--- config.mk ---
export PLATFORM = sky130hd
export DESIGN_NAME = pmc_ctrl
export DESIGN_NICKNAME = d
export VERILOG_FILES = /design/src/hdl/pmc_pkg.sv /design/src/hdl/pmc_ctrl.sv
export SDC_FILE = /design/constraint.sdc
export NUM_CORES = 1
export LEC_CHECK = 0
export BUFFER_PORTS_ARGS = -buffer_cell sky130_fd_sc_hd__buf_4
export CAP_MARGIN = 20
export CORE_UTILIZATION = 48
export DETAILED_ROUTE_END_ITERATION = 10
export GPL_ROUTABILITY_DRIVEN = 1
export PLACE_DENSITY = 0.84
export SETUP_SLACK_MARGIN = 0.15
export SKIP_CTS_REPAIR_TIMING = 1
export SLEW_MARGIN = 20
export SYNTH_ARGS = -nofsm -noshare
export SYNTH_HDL_FRONTEND = slang
export SYNTH_SLANG_ARGS = --single-unit
--- constraint.sdc ---
create_clock -name clk -period 2.05 [get_ports clk]
set_input_delay 0.615 -clock clk [delete_from_list [all_inputs] [get_ports clk]]
set_output_delay 0.615 -clock clk [all_outputs]
set_load 0.005 [all_outputs]
--- src/hdl/pmc_pkg.sv ---
`timescale 1ns / 1ps
// ----------------------------------------------------------------------------
// pmc_pkg
// shared types, codes and helpers of the maze carver
// ----------------------------------------------------------------------------
package pmc_pkg;

	localparam int USE_W = 9;    // holds grid size in use, up to 256

	localparam logic OP_START = 1'b0;
	localparam logic OP_STEP  = 1'b1;

	localparam logic REG_ROWS = 1'b0;
	localparam logic REG_COLS = 1'b1;

	localparam logic [1:0] CELL_UNVISITED = 2'd0;
	localparam logic [1:0] CELL_FRONTIER  = 2'd1;
	localparam logic [1:0] CELL_IN_MAZE   = 2'd2;

	localparam logic [2:0] WALL_LEFT   = 3'd0;
	localparam logic [2:0] WALL_RIGHT  = 3'd1;
	localparam logic [2:0] WALL_BOTTOM = 3'd2;
	localparam logic [2:0] WALL_TOP    = 3'd3;
	localparam logic [2:0] WALL_NONE   = 3'd4;

	localparam logic [1:0] STAT_CARVED = 2'd0;
	localparam logic [1:0] STAT_PLACED = 2'd1;
	localparam logic [1:0] STAT_IDLE   = 2'd2;

	localparam logic [1:0] DIR_UP    = 2'd0;
	localparam logic [1:0] DIR_DOWN  = 2'd1;
	localparam logic [1:0] DIR_LEFT  = 2'd2;
	localparam logic [1:0] DIR_RIGHT = 2'd3;

	typedef struct packed {
		logic       load_in;
		logic       clr_start;
		logic       clr_step;
		logic       cnt_clear;
		logic       set_started;
		logic       mod_init;
		logic       mod_step;
		logic       fr_take;
		logic       maze_add;
		logic       nb_add;
		logic       wall_clear;
		logic       wall_chk;
		logic       sh_start;
		logic       sh_step;
		logic       fc_dec;
		logic       out_load;
		logic [1:0] nb_dir;
		logic [1:0] out_kind;
	} pmc_cmd_t;

	typedef struct packed {
		logic op;
		logic idle_step;
		logic fc_small;
		logic clr_last;
		logic mod_last;
		logic sh_done;
		logic out_free;
	} pmc_sts_t;

	// frontier append order: up, down, left, right
	function automatic logic [1:0] add_dir(input logic [1:0] k);
		add_dir = k;
	endfunction

	// wall search order: left, down, right, up
	function automatic logic [1:0] wall_dir(input logic [1:0] k);
		logic [1:0] d;
		unique case (k)
			2'd0: d = DIR_LEFT;
			2'd1: d = DIR_DOWN;
			2'd2: d = DIR_RIGHT;
			default: d = DIR_UP;
		endcase
		wall_dir = d;
	endfunction

	function automatic logic [2:0] wall_code(input logic [1:0] d);
		logic [2:0] w;
		unique case (d)
			DIR_LEFT:  w = WALL_LEFT;
			DIR_DOWN:  w = WALL_BOTTOM;
			DIR_RIGHT: w = WALL_RIGHT;
			default:   w = WALL_TOP;
		endcase
		wall_code = w;
	endfunction

endpackage

--- src/hdl/pmc_ctrl.sv ---
`timescale 1ns / 1ps
// ----------------------------------------------------------------------------
// pmc_ctrl
// sequencer for start and step words of the maze carver
// ----------------------------------------------------------------------------
module pmc_ctrl (
	input  logic              clk,
	input  logic              arst_n,
	input  logic              in_valid,
	output logic              in_ready,
	output pmc_pkg::pmc_cmd_t cmd,
	input  pmc_pkg::pmc_sts_t sts
);
	import pmc_pkg::*;

	localparam logic [3:0] S_IDLE    = 4'd0;
	localparam logic [3:0] S_DEC     = 4'd1;
	localparam logic [3:0] S_CLR     = 4'd2;
	localparam logic [3:0] S_MOD     = 4'd3;
	localparam logic [3:0] S_FR_RD   = 4'd4;
	localparam logic [3:0] S_FR_TAKE = 4'd5;
	localparam logic [3:0] S_ADD     = 4'd6;
	localparam logic [3:0] S_NB_RD   = 4'd7;
	localparam logic [3:0] S_NB_WR   = 4'd8;
	localparam logic [3:0] S_WL_RD   = 4'd9;
	localparam logic [3:0] S_WL_CHK  = 4'd10;
	localparam logic [3:0] S_SHIFT   = 4'd11;
	localparam logic [3:0] S_FIN     = 4'd12;

	logic [3:0] state_q, state_d;
	logic [1:0] k_q, k_d;
	logic [1:0] kind_q, kind_d;

	assign in_ready = (state_q == S_IDLE);

	always_comb begin
		state_d = state_q;
		k_d     = k_q;
		kind_d  = kind_q;
		cmd     = '0;
		cmd.out_kind = kind_q;
		unique case (state_q)
			S_IDLE: begin
				if (in_valid) begin
					cmd.load_in = 1'b1;
					state_d     = S_DEC;
				end
			end
			S_DEC: begin
				if (sts.op == OP_START) begin
					cmd.clr_start   = 1'b1;
					cmd.cnt_clear   = 1'b1;
					cmd.set_started = 1'b1;
					kind_d          = STAT_PLACED;
					state_d         = S_CLR;
				end else if (sts.idle_step) begin
					kind_d  = STAT_IDLE;
					state_d = S_FIN;
				end else begin
					cmd.mod_init = 1'b1;
					kind_d       = STAT_CARVED;
					state_d      = sts.fc_small ? S_FR_RD : S_MOD;
				end
			end
			S_CLR: begin
				cmd.clr_step = 1'b1;
				if (sts.clr_last) begin
					state_d = S_ADD;
				end
			end
			S_MOD: begin
				cmd.mod_step = 1'b1;
				if (sts.mod_last) begin
					state_d = S_FR_RD;
				end
			end
			S_FR_RD: begin
				state_d = S_FR_TAKE;
			end
			S_FR_TAKE: begin
				cmd.fr_take = 1'b1;
				state_d     = S_ADD;
			end
			S_ADD: begin
				cmd.maze_add   = 1'b1;
				cmd.wall_clear = 1'b1;
				k_d            = 2'd0;
				state_d        = S_NB_RD;
			end
			S_NB_RD: begin
				cmd.nb_dir = add_dir(k_q);
				state_d    = S_NB_WR;
			end
			S_NB_WR: begin
				cmd.nb_dir = add_dir(k_q);
				cmd.nb_add = 1'b1;
				k_d        = k_q + 2'd1;
				if (k_q == 2'd3) begin
					state_d = (sts.op == OP_START) ? S_FIN : S_WL_RD;
				end else begin
					state_d = S_NB_RD;
				end
			end
			S_WL_RD: begin
				cmd.nb_dir = wall_dir(k_q);
				state_d    = S_WL_CHK;
			end
			S_WL_CHK: begin
				cmd.nb_dir   = wall_dir(k_q);
				cmd.wall_chk = 1'b1;
				k_d          = k_q + 2'd1;
				if (k_q == 2'd3) begin
					cmd.sh_start = 1'b1;
					state_d      = S_SHIFT;
				end else begin
					state_d = S_WL_RD;
				end
			end
			S_SHIFT: begin
				cmd.sh_step = 1'b1;
				if (sts.sh_done) begin
					cmd.fc_dec = 1'b1;
					state_d    = S_FIN;
				end
			end
			S_FIN: begin
				if (sts.out_free) begin
					cmd.out_load = 1'b1;
					state_d      = S_IDLE;
				end
			end
			default: begin
				state_d = S_IDLE;
			end
		endcase
	end

	always_ff @(posedge clk or negedge arst_n) begin
		if (!arst_n) begin
			state_q <= S_IDLE;
			k_q     <= 2'd0;
			kind_q  <= STAT_IDLE;
		end else begin
			state_q <= state_d;
			k_q     <= k_d;
			kind_q  <= kind_d;
		end
	end
endmodule

==> impl_metrics.tcl <==
set metrics [dict create \
    clk_path_buf_depth 2 \
    routedWlPerCell_um 20.4 \
    cp_data_required_time_ps 1430 \
    grt_max_degree 18 \
    synthesis.area_um2 855 \
    yosysWarningCount 0 \
    timing.rr.start "state_q[3]" \
    worstSetupEndpoint "cmd[3]" \
    drtIter0Drc 73 \
    power.leakage_nw 0.672 \
    synthArstFlopShare_pct 100 \
    avgSynthCellArea_um2 7.91 \
    ys_ff_latch 8 \
    setup_viol 4 \
    cts_tree "built" \
    tightest_slew_ps 341 \
    rrSetupSlack_ps 190 \
    endpoint_kind "primary output" \
    coreArea_um2 1580 \
    critPathLaunch "state_q[3]" \
    synth_fa_ha_area_share_pct 5.86 \
    path_class "reg -> out" \
    drv_cap 0 \
    grt_pass1_vias 848 \
    gp_congestion 0.822 \
    placementRows 14 \
    synth_top_family_by_area "simple AND/OR/NAND/NOR gates" \
    ant_nets 0 \
    vias 1137 \
    muxShareOfSynthArea_pct 4.69 \
    seq_area_frac_synth_pct 23.6 \
    hpwlAfterDp_mm 1.76 \
    r2r_cells 7 \
    max_stage_delay_ps 500 \
    wl_mm 3.54 \
    max_slew_margin_pct 76.9 \
    synth_edf_count 0 \
    fillers 62 \
    synth_xor_area_share_pct 1.02 \
    worstPathCellList "and3b_2 > a22oi_1 > o22ai_1 > buf_4" \
    cp.arrival_ps 1520 \
    tns_ps -280 \
    die_x_um 44.2 \
    globalRouteOverflowTotal 0 \
    cp.depth 4 \
    powerDensity_nw_per_um2 1580 \
    drtPass1Iterations 9 \
    synth_ff_type "dfrtp_1" \
    path_max_fanout 8 \
    htreeDepth 1 \
    violations "DRC, setup timing" \
    track_usage_pct 25.0 \
    grt_first_pass_wirelength_mm 3.68 \
    die_y_um 44.2 \
    clkLatencyLatePin_ps 270 \
    layout_setup_ws_ps -89.9 \
    cts_buffers 3 \
    clk_pin_slew_ps 60 \
    antenna_found_initial 0 \
    synth_cells 108 \
    cts-root-buf "clkbuf_4" \
    fin_crit_sh_pct 104 \
    status "finished, violations left" \
    viasPerCell 6.53 \
    floorplan.initialDensity_pct 54.2 \
    placed_cells 151 \
    peakVddDrop_v 0.00105 \
    finalHoldViolCount 0 \
    place_area_um2 1080 \
    hold_class "in -> async" \
    syn_to_final_growth_pct 70.1 \
    final_area_um2 1450 \
    final_max_slew_viol_count 0 \
    io_buffers 30 \
    start_kind "flop" \
    synth_fp_nets 122 \
    critPathBufInv 1 \
    path_delay_family "flip-flops" \
    ys_types 40 \
    drc 1 \
    instances_no_fill 174 \
    slowest_stage "dfrtp_2" \
    synth_compound_area_share_pct 21.4 \
    synth-simple-area-share_pct 32.8 \
    worstReg2RegEnd "state_q[1]" \
    dieArea_um2 1950 \
    rsz0062_at_grt "true" \
    n_antenna_cell 0 \
    fin_skew_ps 12.9 \
    cts_sinks 8 \
    ioPinCount 31 \
    period_needed_ps 2140 \
    clock.fmax_mhz 467 \
    final_nets 173 \
    drive_above_1_share_pct 58.2 \
]
area by class of cell:
type,instances,area [um2],area share (%)
Clock buffer,4,26.3,1.81
Multi-Input combinational cell,86,721,49.6
Tap cell,16,20.0,1.38
Timing Repair Buffer,57,465,32.0
Sequential cell,8,210,14.5
Inverter,3,11.3,0.775
registers in the layout (all words and copies together) (netlist names):
register and cells:
kind_q 2, k_q 2, state_q 4
power by group:
part | leakage [nW] | switching, W | internal (W)
Sequential | 0.0940 | 0.000151 | 0.000253
Combinational | 0.563 | 0.000868 | 0.000884
Clock | 0.0150 | 0.0000596 | 0.0000748
Total | 0.672 | 0.00108 | 0.00121
Yosys cell counts (3+ instances only):
| cell type | number | share of area, % |
|---|---|---|
| buf_4 | 5 | 4.4 |
| nand2_1 | 8 | 3.5 |
| a22o_1 | 3 | 3.1 |
| nor2b_1 | 4 | 2.9 |
| a22oi_1 | 3 | 2.6 |
| ha_1 | 4 | 5.9 |
| dfrtp_1 | 7 | 20 |
| inv_1 | 3 | 1.3 |
| nor2_1 | 15 | 6.6 |
| buf_2 | 4 | 2.3 |
| nand2b_1 | 3 | 2.2 |
| mux2i_1 | 4 | 4.7 |
| nand3_1 | 4 | 2.3 |
| nor3_1 | 4 | 2.3 |
| o22ai_1 | 3 | 2.2 |
| a21oi_1 | 6 | 3.5 |
per-layer routing:
layer / routed length (um) / vias to the layer above / global-route usage (%)
met5: 0 / - / 0
met4: 181 / 0 / 4.85
met3: 261 / 22 / 6.53
met2: 1730 / 87 / 45.9
met1: 1380 / 538 / 29.0
li1: - / 490 / -
metrics by stage:
step	hold WS, ps	setup WS (ps)	total power [W]	util, %
floorplan	319	222	0.00111	-
global placement	435	112	0.00140	68.8
detailed placement	438	57.4	0.00143	68.8
CTS	157	-226	0.00157	70.5
global route	160	-157	0.00238	92.2
finish	157	-89.9	0.00229	92.2
cells by family after synthesis:
family          count (synthesis)
compound gates                 26
xor+xnor                        1
fa+ha+maj                       4
buf+inv                        14
flops                           8
mux                             4
simple gates                   51
cell usage in the layout (no fill, tap or decap), drive strengths merged, types with 2 or more instances in the layout:
| cell type | n |
|---|---|
| nor4b | 2 |
| mux2i | 4 |
| nor2b | 4 |
| nand3 | 4 |
| ha | 4 |
| o32ai | 2 |
| clkbuf | 6 |
| o22ai | 3 |
| dfrtp | 7 |
| a21oi | 6 |
| a22o | 3 |
| nor3 | 4 |
| nand2 | 8 |
| and3b | 2 |
| inv | 3 |
| nor2 | 15 |
| o21ai | 2 |
| nand2b | 3 |
| and2 | 2 |
| buf | 55 |
| a22oi | 3 |
worst min path at each step:
stage | to | slack [ps] | depth (start not counted)
6_report | kind_q[0] | 160 | 1
2_1_floorplan | k_q[0] | 320 | 0
3_5_place_dp | state_q[0] | 440 | 1
5_1_grt | kind_q[0] | 160 | 1
4_1_cts | kind_q[0] | 160 | 1
3_3_place_gp | state_q[0] | 440 | 1
Note: power is estimated with default switching activity, not from simulation.
